## src/rtl/mpfe_pkg.sv

```systemverilog
// Package for the PWM fade engine: types, codes and helpers shared across files.
package mpfe_pkg;

  localparam int CHANNELS = 8;
  localparam int CH_W = (CHANNELS > 1) ? $clog2(CHANNELS) : 1;
  localparam int SCAN_LIMIT = 8;

  localparam logic [1:0] OP_START = 2'd0;
  localparam logic [1:0] OP_TICK  = 2'd1;
  localparam logic [1:0] OP_SET   = 2'd2;
  localparam logic [1:0] OP_CLEAR = 2'd3;

  localparam logic [2:0] LVL_MIN = 3'd0;
  localparam logic [2:0] LVL_MID = 3'd1;
  localparam logic [2:0] LVL_VAL = 3'd2;
  localparam logic [2:0] LVL_MAX = 3'd3;

  localparam logic [2:0] REG_CHANNEL_COUNT = 3'd0;
  localparam logic [2:0] REG_TICK_PERIOD   = 3'd1;
  localparam logic [2:0] REG_MIN_DUTY      = 3'd2;
  localparam logic [2:0] REG_MID_DUTY      = 3'd3;
  localparam logic [2:0] REG_MAX_DUTY      = 3'd4;

  localparam logic [1:0] DIR_NONE    = 2'd0;
  localparam logic [1:0] DIR_RISING  = 2'd1;
  localparam logic [1:0] DIR_FALLING = 2'd2;

  typedef struct packed {
    logic [1:0]  operation;
    logic [2:0]  channel;
    logic [15:0] start_duty;
    logic [15:0] end_duty;
    logic [23:0] duration_ms;
    logic [2:0]  level_select;
    logic [15:0] level_value;
  } in_item_t;

  typedef struct packed {
    logic [2:0]  out_channel;
    logic [15:0] duty;
    logic        duty_write;
    logic        fade_done;
    logic [1:0]  direction;
    logic        all_done;
    logic        status;
    logic        last;
  } out_item_t;

  // controller -> datapath
  typedef struct packed {
    logic load;       // latch the item
    logic div_start;  // begin ticks division
    logic div_step;   // one restoring step
    logic div2_start; // begin step division
    logic start_wr;   // commit a start
    logic scan_init;  // point scan at slot 0
    logic scan_step;  // process current slot
    logic emit_single;// single result of start/set/clear
    logic emit_all;   // all-done result
    logic clr_tick;
  } ctl_t;

  // datapath -> controller
  typedef struct packed {
    logic [1:0] op;
    logic       start_bad;   // reject or out of range
    logic       ticks_zero;
    logic       ticking;
    logic       scan_end;    // current slot is the last scanned
    logic       any_active;
  } sts_t;

endpackage

```

## src/rtl/mpfe_ctrl.sv

```systemverilog
// Sequencer for the PWM fade engine.
module mpfe_ctrl import mpfe_pkg::*; (
  input  logic clk,
  input  logic rst,
  input  logic start,
  output logic busy,
  input  sts_t sts,
  output ctl_t ctl
);

  typedef enum logic [6:0] {
    S_IDLE  = 7'b0000001,
    S_DEC   = 7'b0000010,
    S_DIV1  = 7'b0000100,
    S_DIV2  = 7'b0001000,
    S_WR    = 7'b0010000,
    S_SCAN  = 7'b0100000,
    S_ALL   = 7'b1000000
  } state_t;

  state_t state, state_next;
  logic [4:0] cnt, cnt_next;

  assign busy = (state != S_IDLE);

  always_comb begin
    state_next = state;
    cnt_next = cnt;
    ctl = '0;
    case (state)
      S_IDLE: if (start) begin
        ctl.load = 1'b1;
        state_next = S_DEC;
      end
      S_DEC: begin
        case (sts.op)
          OP_START: begin
            if (sts.start_bad) begin
              ctl.emit_single = 1'b1;
              state_next = S_IDLE;
            end else begin
              ctl.div_start = 1'b1;
              cnt_next = 5'd23;
              state_next = S_DIV1;
            end
          end
          OP_TICK: begin
            if (sts.ticking) begin
              ctl.scan_init = 1'b1;
              state_next = S_SCAN;
            end else begin
              state_next = S_IDLE;
            end
          end
          default: begin
            ctl.emit_single = 1'b1;
            ctl.clr_tick = (sts.op == OP_SET);
            state_next = S_IDLE;
          end
        endcase
      end
      S_DIV1: begin
        ctl.div_step = 1'b1;
        cnt_next = cnt - 5'd1;
        if (cnt == 5'd0) state_next = S_WR;
      end
      S_WR: begin
        // quotient of ticks ready; start second division unless zero
        if (sts.ticks_zero) begin
          ctl.start_wr = 1'b1;
          ctl.emit_single = 1'b1;
          state_next = S_IDLE;
        end else begin
          ctl.div2_start = 1'b1;
          cnt_next = 5'd24;
          state_next = S_DIV2;
        end
      end
      S_DIV2: begin
        // 24 steps, then commit once the last quotient bit is in
        if (cnt == 5'd0) begin
          ctl.start_wr = 1'b1;
          ctl.emit_single = 1'b1;
          state_next = S_IDLE;
        end else begin
          ctl.div_step = 1'b1;
          cnt_next = cnt - 5'd1;
        end
      end
      S_SCAN: begin
        ctl.scan_step = 1'b1;
        if (sts.scan_end) state_next = S_ALL;
      end
      S_ALL: begin
        if (!sts.any_active) begin
          ctl.emit_all = 1'b1;
          ctl.clr_tick = 1'b1;
        end
        state_next = S_IDLE;
      end
      default: state_next = S_IDLE;
    endcase
  end

  always_ff @(posedge clk) begin
    if (rst) begin
      state <= S_IDLE;
      cnt <= '0;
    end else begin
      state <= state_next;
      cnt <= cnt_next;
    end
  end

endmodule

```

## src/rtl/mpfe_datapath.sv

```systemverilog
// Datapath for the PWM fade engine: channel state, divider, scan and result register.
module mpfe_datapath import mpfe_pkg::*; (
  input  logic        clk,
  input  logic        rst,
  input  in_item_t    item,
  input  logic        cfg_we,
  input  logic [2:0]  cfg_idx,
  input  logic [15:0] cfg_data,
  input  ctl_t        ctl,
  output sts_t        sts,
  output logic        done,
  output out_item_t   result
);

  logic [3:0]  channel_count;
  logic [9:0]  tick_period;
  logic [15:0] min_duty, mid_duty, max_duty;

  logic [23:0] rem   [CHANNELS];
  logic [15:0] stp   [CHANNELS];
  logic [15:0] fst   [CHANNELS];
  logic [15:0] fen   [CHANNELS];
  logic [15:0] cur   [CHANNELS];
  logic        ticking;

  in_item_t    it;
  logic [23:0] quo, rmd, dvs;
  logic [23:0] ticks;
  logic [CH_W-1:0] scan_ix;
  logic [3:0]  scan_n;
  logic        act;
  logic        ch_ok;

  always_ff @(posedge clk) begin
    if (rst) begin
      channel_count <= 4'd8;
      tick_period <= 10'd10;
      min_duty <= 16'd0;
      mid_duty <= 16'd19200;
      max_duty <= 16'd38400;
    end else if (cfg_we) begin
      case (cfg_idx)
        REG_CHANNEL_COUNT: channel_count <= cfg_data[3:0];
        REG_TICK_PERIOD:   tick_period <= cfg_data[9:0];
        REG_MIN_DUTY:      min_duty <= cfg_data;
        REG_MID_DUTY:      mid_duty <= cfg_data;
        REG_MAX_DUTY:      max_duty <= cfg_data;
        default: ;
      endcase
    end
  end

  assign ch_ok = ({1'b0, it.channel} < 4'(CHANNELS));

  always_comb begin
    scan_n = (channel_count == 4'd0) ? 4'd1 : channel_count;
    if (scan_n > 4'(SCAN_LIMIT)) scan_n = 4'(SCAN_LIMIT);
    if (scan_n > 4'(CHANNELS)) scan_n = 4'(CHANNELS);
  end

  assign sts.op = it.operation;
  assign sts.start_bad = !ch_ok || (it.start_duty == it.end_duty);
  assign sts.ticks_zero = (quo == 24'd0);
  assign sts.ticking = ticking;
  assign sts.scan_end = ({1'b0, scan_ix} == 4'(scan_n - 4'd1)) ||
                        (int'(scan_ix) == CHANNELS - 1);
  assign sts.any_active = act;

  // restoring divider, one quotient bit per cycle
  logic [24:0] trial;
  assign trial = {rmd, quo[23]} - {1'b0, dvs};

  logic [15:0] diff;
  assign diff = (it.start_duty > it.end_duty) ? it.start_duty - it.end_duty
                                               : it.end_duty - it.start_duty;

  // per-slot step for the current scan slot
  logic [23:0] r_new;
  logic [15:0] c_new;
  logic        moved, up, dn;
  always_comb begin
    up = fst[scan_ix] < fen[scan_ix];
    dn = fst[scan_ix] > fen[scan_ix];
    moved = (rem[scan_ix] != 24'd0) && (up || dn);
    r_new = moved ? rem[scan_ix] - 24'd1 : rem[scan_ix];
    c_new = dn ? cur[scan_ix] - stp[scan_ix] : cur[scan_ix] + stp[scan_ix];
  end

  // a later scanned slot still fading will emit after this one
  logic        later_busy;
  always_comb begin
    later_busy = 1'b0;
    for (int j = 0; j < CHANNELS; j++) begin
      if (j > int'(scan_ix) && j < int'(scan_n) && rem[j] != 24'd0) later_busy = 1'b1;
    end
  end

  always_ff @(posedge clk) begin
    if (rst) begin
      ticking <= 1'b0;
      done <= 1'b0;
      for (int i = 0; i < CHANNELS; i++) begin
        rem[i] <= '0; stp[i] <= '0; fst[i] <= '0; fen[i] <= '0; cur[i] <= '0;
      end
    end else begin
      done <= 1'b0;
      if (ctl.load) it <= item;
      if (ctl.div_start) begin
        quo <= it.duration_ms;
        rmd <= '0;
        dvs <= {14'd0, (tick_period == 10'd0) ? 10'd1 : tick_period};
        ticks <= '0;
      end
      if (ctl.div2_start) begin
        ticks <= quo;
        quo <= {diff, 8'd0};
        rmd <= '0;
        dvs <= quo;
      end
      if (ctl.div_step) begin
        if (!trial[24]) begin
          rmd <= trial[23:0];
          quo <= {quo[22:0], 1'b1};
        end else begin
          rmd <= {rmd[22:0], quo[23]};
          quo <= {quo[22:0], 1'b0};
        end
      end
      if (ctl.start_wr) begin
        // second division ran on diff<<8, so drop the eight extra bits
        rem[it.channel] <= ticks;
        fst[it.channel] <= it.start_duty;
        fen[it.channel] <= it.end_duty;
        cur[it.channel] <= it.start_duty;
        stp[it.channel] <= (ticks == 24'd0) ? 16'd0 : 16'(quo >> 8);
        if (ticks != 24'd0) ticking <= 1'b1;
      end
      if (ctl.emit_single) begin
        done <= 1'b1;
        result <= '0;
        result.out_channel <= it.channel;
        result.last <= 1'b1;
        case (it.operation)
          OP_START: begin
            result.status <= sts.start_bad;
            if (!sts.start_bad) begin
              result.duty <= it.start_duty;
              result.duty_write <= 1'b1;
            end
          end
          OP_SET: begin
            result.status <= !ch_ok;
            if (ch_ok && it.level_select <= LVL_MAX) begin
              result.duty_write <= 1'b1;
              case (it.level_select)
                LVL_MIN: result.duty <= min_duty;
                LVL_MID: result.duty <= mid_duty;
                LVL_VAL: result.duty <= it.level_value;
                default: result.duty <= max_duty;
              endcase
            end
          end
          default: begin
            result.status <= !ch_ok;
            if (ch_ok) rem[it.channel] <= '0;
          end
        endcase
      end
      if (ctl.clr_tick) ticking <= 1'b0;
      if (ctl.scan_init) begin
        scan_ix <= '0;
        act <= 1'b0;
      end
      if (ctl.scan_step) begin
        rem[scan_ix] <= r_new;
        if (moved) cur[scan_ix] <= c_new;
        if (r_new != 24'd0) act <= 1'b1;
        if (rem[scan_ix] != 24'd0) begin
          done <= 1'b1;
          result <= '0;
          result.out_channel <= 3'(scan_ix);
          result.duty_write <= 1'b1;
          result.duty <= (r_new == 24'd0) ? fen[scan_ix] : c_new;
          if (r_new == 24'd0 && moved) begin
            result.fade_done <= 1'b1;
            result.direction <= dn ? DIR_FALLING : DIR_RISING;
          end
          // last when no later slot emits and no all-done follows
          result.last <= !later_busy && (act || r_new != 24'd0);
        end
        if (!sts.scan_end) scan_ix <= scan_ix + CH_W'(1);
      end
      if (ctl.emit_all) begin
        done <= 1'b1;
        result <= '0;
        result.all_done <= 1'b1;
        result.last <= 1'b1;
      end
    end
  end

endmodule

```

## src/rtl/multichannel_pwm_fade_engine.sv

```systemverilog
// Top level of the multichannel PWM fade engine.
//  channel  | signals                    | transfer
//  command  | start, busy, cmd           | start && !busy
//  result   | result_valid, result       | one cycle strobe
//  config   | cfg_we, cfg_index, cfg_data| cfg_we
// A start decodes, runs a 24-step serial division (duration by tick period),
// hands off and, unless that quotient is zero, runs a second 24-step division
// before the commit; a tick scans the slots, at most one result per cycle.
// Reset clears all channel state at once. The receiver cannot stall.
module multichannel_pwm_fade_engine import mpfe_pkg::*; (
  input  logic        clk,
  input  logic        rst,
  input  logic        start,
  output logic        busy,
  input  in_item_t    cmd,
  output logic        result_valid,
  output out_item_t   result,
  input  logic        cfg_we,
  input  logic [2:0]  cfg_index,
  input  logic [15:0] cfg_data
);

  ctl_t ctl;
  sts_t sts;

  mpfe_ctrl u_ctrl (.clk, .rst, .start, .busy, .sts, .ctl);

  mpfe_datapath u_dp (
    .clk, .rst, .item(cmd), .cfg_we, .cfg_idx(cfg_index), .cfg_data,
    .ctl, .sts, .done(result_valid), .result
  );

`ifndef ASSERT_OFF
  a_no_start_when_busy: assert property (@(posedge clk) disable iff (rst)
    (start && !busy) |=> busy) else $error("accept did not raise busy");
  a_last_frees: assert property (@(posedge clk) disable iff (rst)
    (result_valid && result.all_done) |-> result.last)
    else $error("all-done not last");
  a_done_dir: assert property (@(posedge clk) disable iff (rst)
    (result_valid && result.fade_done) |-> (result.direction != DIR_NONE))
    else $error("fade done without direction");
`endif

endmodule
```

## config.mk

```make
export PLATFORM = sky130hd
export DESIGN_NAME = multichannel_pwm_fade_engine
export DESIGN_NICKNAME = d
export VERILOG_FILES = /design/src/rtl/mpfe_pkg.sv /design/src/rtl/mpfe_ctrl.sv /design/src/rtl/mpfe_datapath.sv /design/src/rtl/multichannel_pwm_fade_engine.sv
export SDC_FILE = /design/constraint.sdc
export NUM_CORES = 2
export LEC_CHECK = 0
export BUFFER_PORTS_ARGS = -buffer_cell sky130_fd_sc_hd__buf_2
export CORE_UTILIZATION = 60
export DETAILED_ROUTE_END_ITERATION = 12
export PLACE_DENSITY = 0.77
export SYNTH_ARGS = -nofsm -noshare
export SYNTH_HDL_FRONTEND = slang
export SYNTH_SLANG_ARGS = --single-unit
```

## constraint.sdc

```tcl
create_clock -name clk -period 24 [get_ports clk]
set_clock_uncertainty 0.15 [all_clocks]
set_input_delay 4.8 -clock clk [delete_from_list [all_inputs] [get_ports clk]]
set_output_delay 4.8 -clock clk [all_outputs]
set_load 0.02 [all_outputs]
```

Word-level counts from Yosys, hierarchy flattened. Memories as Yosys holds them, arrays and structs flattened. A register that Yosys moved wholly into a read port is not among the register bits. Cells that the tools add are included.

Flip-flop bits (word level): 282. Memories: 5. Output and inout bits: 28. Memory bits (writable): 704.

$add $sub $neg: 9. Multiplexer cells: 127. Reductions and logical operators: 64. Order comparisons: 20. Equality and inequality tests: 27. Bitwise gates (word level): 2.

Memory list: u_dp.rem (words 8, bits a word 24, rd ports 8, clocked after memory_dff 1, wr ports 8, RTL line mpfe_datapath.sv:19) `logic [23:0] rem [CHANNELS];`; u_dp.cur (words 8, bits a word 16, rd ports 1, clocked after memory_dff 1, wr ports 8, RTL line mpfe_datapath.sv:23) `logic [15:0] cur [CHANNELS];`; u_dp.fen (words 8, bits a word 16, rd ports 1, clocked after memory_dff 1, wr ports 8, RTL line mpfe_datapath.sv:22) `logic [15:0] fen [CHANNELS];`; u_dp.fst (words 8, bits a word 16, rd ports 1, clocked after memory_dff 1, wr ports 8, RTL line mpfe_datapath.sv:21) `logic [15:0] fst [CHANNELS];`; u_dp.stp (words 8, bits a word 16, rd ports 1, clocked after memory_dff 1, wr ports 8, RTL line mpfe_datapath.sv:20) `logic [15:0] stp [CHANNELS];`.

Operator list (number): $mux 24 (14); $reduce_bool 24->1 (10); $mux 16 (9); $reduce_or 16->1 (5); $mux 26 (3); $logic_not 24->1 (3); $mux 1 (56); $mux 3 (17); $pmux 16 s3 (1); $reduce_or 24->1 (2); $sub 16x16->16 (3); $pmux 7 s6 (1); $mux 17 (2); $pmux 17 s2 (1); $gt 16x16->1 (2); $mux 7 (4); $sub 25x24->25 (1); $sub 24x1->24 const B (1); $mux 5 (4); $pmux 5 s4 (1); $reduce_and 2->1 (9); $logic_and 1x1->1 (17); $add 16x16->16 (1); $eq 16x16->1 (1); other kinds (50) (81).

Logic depth before layout (Yosys ltp).
Depth in word-level cells: 20. Depth in mapped cells: 36. Depth with buffers taken out: 24.

By module. Synthesis repeated with hierarchy kept, for this count alone.

Cells, all modules: 3953. Area, all modules: 48630.4 sq um.

By module, submodules not included: mpfe_datapath (seq. area each 28247.1 sq um, instances 1, cells each 3837, area an instance 47682.0 sq um); mpfe_ctrl (seq. area each 240.2 sq um, instances 1, cells each 116, area an instance 948.4 sq um).

Worst setup path after synthesis. No wires, ideal clock.

Kind: input-to-reg. Start: input rst. End: register u_dp.it[0] (netlist bit) (enable). Setup slack: 12.164 ns. Buffers on the path: 2. Data arrival time: 11.053 ns. Stages: 3. Path through: clkbuf_1 > clkbuf_1 > nor3b_1.

Word-level cells in the longest chain between the ends: 2.

RTL lines: start, declared (RTL line multichannel_pwm_fade_engine.sv:12) `input logic rst,`; $not 1->1 (no line); $reduce_and 2->1 (no line); end signal, assigned (RTL line mpfe_datapath.sv:107) `if (ctl.load) it <= item;`; end, declared (RTL line mpfe_datapath.sv:26) `in_item_t it;`.

No other way between the ends. A chain may end at the register's enable or synchronous reset.

==> metrics.md <==
| Metric | Value |
|---|---|
| Site row count | `102` |
| Post-detail-place hpwl | `just under 100000 microns` |
| Part of the cycle the worst path needs | `37.5%` |
| Worst VDD drop | `between 0.07 and 0.08 mV` |
| Worst setup margin | `about 15 ns` |
| Die Wd | `283 microns` |
| Top Ports | `~130` |
| H-tree depth | `3` |
| Setup crit start kind | `register` |
| Post-synth net total | `a little over 4000` |
| Postcts setup bufs | `0` |
| DRC Markers | `0` |
| Slew Viols, Final | `0` |
| Worst EP required | `around 24 ns` |
| Initial Utilization | `between 60% and 70%` |
| Pin count of the biggest net entering global routing | `about 130` |
| Number of flops mapped to enable cells by yosys | `896` |
| Post-synthesis instance area | `47400 sq um` |
| Final Power | `approximately 0.0040 W` |
| GRT Total Usage | `roughly a third` |
| Status | `finished clean` |
| Cts bufs inserted | `99` |
| Commonest cells after routing, fill and taps aside | `edfxtp_1, nor2_1, nand2_1` |
| Reg clk slew, reported paths | `roughly 0.06 ns` |
| Most common cell after layout, fill and taps aside | `edfxtp_1` |
| Reg power frac | `slightly below 50%` |
| PostCTS Resize Cnt | `0` |
| Setup TNS | `0 ns` |
| Initial antenna violation count | `6` |
| Clock sink count | `between 900 and 1000` |
| Netlist cell types | `84` |
| Hold depth | `2` |
| Register bit total from synthesis | `approximately 980` |
| DR pass1 iterations | `7` |
| Fin. Hold Viols | `0` |
| Hold crit path type | `reg -> reg` |
| R2R depth | `15` |
| Die ar. | `approximately 80000 sq um` |
| Die Span Y | `~280 microns` |
| Via count | `33700` |
| Setup violations, final | `0` |
| Synth Flop Type | `edfxtp_1` |
| Gate power share | `about 13%` |
| CP Class | `reg -> reg` |
| Leakage | `19.5 nW` |
| RD Place Congestion | `about 1.0` |
| Post-DR vias/cell | `6.64` |
| Clock network fraction of total power | `a little under two fifths` |
| Initial DRC count | `between 4000 and 5000` |
| Tmin final | `between 9 and 10 ns` |
| Setup WS pre-CTS | `approximately 15 ns` |
| Int Power | `~0.0030 W` |
| Hold WS | `0.304 ns` |
| Core area | `approximately 78000 sq um` |
| CP max FO | `42` |
| Final nets | `a little over 4000` |
| Crit. End Element | `register` |
| Worst-margin pin slew | `roughly 1.3 ns` |
| Total gr overflow | `0` |
| Area Growth Syn to Fin | `10.4%` |
| Sequential cell area fraction in the yosys report | `roughly three fifths` |
| Worst-Skew Late Latency | `between 0.6 and 0.7 ns` |
| Synth Warn # | `0` |
| First-pass GRT wire length | `between 200000 and 250000 microns` |
| Drt wl/cell | `roughly 28 microns` |
| Slew margin rel. | `between 10% and 20%` |
| Layout cells sized above 1 | `between 15 and 20%` |
| Hold bufs inserted after CTS | `0` |
| NetSw | `slightly above 0.001 W` |
| IO Port Bufs | `between 100 and 150` |
| Max cap viols | `0` |
| Top achievable clock speed | `~110 MHz` |
| Post-route antenna net violation count | `0` |
| Arrival time at the worst endpoint | `9.17 ns` |
| Synth Area per Inst | `between 10 and 15 sq um` |
| Mapped Cells | `around 3900` |
| Final WL | `between 100000 and 150000 microns` |
| Vias in the first global route | `32100` |
| PD cells | `between 70 and 80 nW/um^2` |
| CTS root buffer | `clkbuf_16` |
| Clock buffer depth | `3` |
| CTS tree | `done` |
| Unrepaired setup endpoints after global routing | `false` |
| Ys async rst share | `0%` |
| Switching Fraction | `approximately a quarter` |
synth_stat cells, drive strengths merged (29+ instances only):
cell | number | share of area (%)
a21o | 42 | 0.68
a21oi | 182 | 1.9
a22oi | 36 | 0.57
and2 | 42 | 0.55
buf | 74 | 0.76
clkbuf | 144 | 1.1
clkinv | 29 | 0.23
dfxtp | 79 | 3.3
edfxtp | 896 | 57
ha | 97 | 2.6
inv | 71 | 0.56
mux2 | 58 | 1.4
mux2i | 85 | 1.8
mux4 | 179 | 8.5
nand2 | 287 | 2.3
nand3 | 63 | 0.67
nand4 | 31 | 0.41
nor2 | 890 | 7.1
nor3 | 49 | 0.54
nor4 | 68 | 0.90
o21ai | 89 | 0.94
xnor2 | 44 | 0.81
xor2 | 38 | 0.70
through the flow:
| stage | cells | cell area, sq um | util, % |
|---|---|---|---|
| after global placement | 4885 | 49100 | 63.0 |
| after global routing | 5072 | 52300 | 67.2 |
| after detailed placement | 4885 | 49100 | 63.0 |
| after CTS | 5071 | 52300 | 67.2 |
| final | 5074 | 52300 | 67.2 |
| after floorplan | 3867 | 47400 | - |
power by group through the flow:
stage          clock network [W]  registers [W]  logic (W)
3_3_place_gp                   0        0.00198   0.000481
4_1_cts                  0.00153        0.00195   0.000490
5_1_grt                  0.00160        0.00195   0.000529
2_1_floorplan                  0        0.00196   0.000340
6_report                 0.00153        0.00195   0.000501
3_5_place_dp                   0        0.00198   0.000485
metal layers:
layer  wire, microns  track usage, %
met3           17400            7.83
met4            8030            17.6
met5              25               0
met1           51100            47.1
met2           65200            54.3
flip-flops by register name (all words and copies together), names as in the netlist, 2 cells and up, named ones only:
name                count
u_dp.rmd               24
u_dp.max_duty          16
u_dp.min_duty          16
u_ctrl.state            7
u_dp.dvs               10
u_dp.ticks             24
u_dp.mid_duty          16
u_dp.rem              192
u_ctrl.cnt              5
u_dp.scan_ix            3
u_dp.cur              128
u_dp.sts                2
u_dp.fen              128
u_dp.fst              128
u_dp.result            26
u_dp.it                78
u_dp.channel_count      4
u_dp.tick_period       10
u_dp.stp              128
u_dp.quo               24
cell families (layout without fill, tap and decap cells):
family,count (synthesis),in the layout,share of synthesized area (%)
multiplexers,322,322,11.7
flip-flops,975,975,60.1
AND/OR/NAND/NOR,1549,1549,14.1
XOR/XNOR,82,82,1.52
adder cells (fa/ha/maj),101,101,2.73
other,0,3,0
buffers and inverters,318,482,2.69
AO/OA/AOI/OAI,520,520,7.12
area by class of cell:
cell class / instances / area, sq um
Fill cell: 5599 / 25600
Tap cell: 1040 / 1300
Clock buffer: 135 / 2720
Multi-Input combinational cell: 2574 / 17700
Antenna cell: 3 / 7.51
Clock inverter: 51 / 497
Timing Repair Buffer: 196 / 1160
Inverter: 100 / 375
Sequential cell: 975 / 28500
critical path: stages, from the launching register on:
cell and delay [ns]:
dfxtp_4 0.78, buf_4 0.79, buf_4 0.78, mux4_2 0.60
mux2_2 0.29, ha_1 0.28, nor2b_1 0.14, o211ai_1 0.26
nand2_1 0.12, o41ai_2 0.90, inv_1 0.27, a21oi_1 0.61
nand2_1 0.70, a21oi_1 0.60, a31oi_2 0.45, nand2_1 0.77
final timing paths:
check / from / endpoint / slack [ns]
hold / removal: u_dp.mid_duty[13] / u_dp.mid_duty[13] / 0.30
setup / recovery: register / u_dp.cur[6][12] / 15.00
hold reg to reg: u_dp.mid_duty[13] / u_dp.mid_duty[13] / 0.30
setup reg to reg: register / u_dp.cur[6][12] / 15.00
No activity file was read; power rests on OpenSTA's default activity.
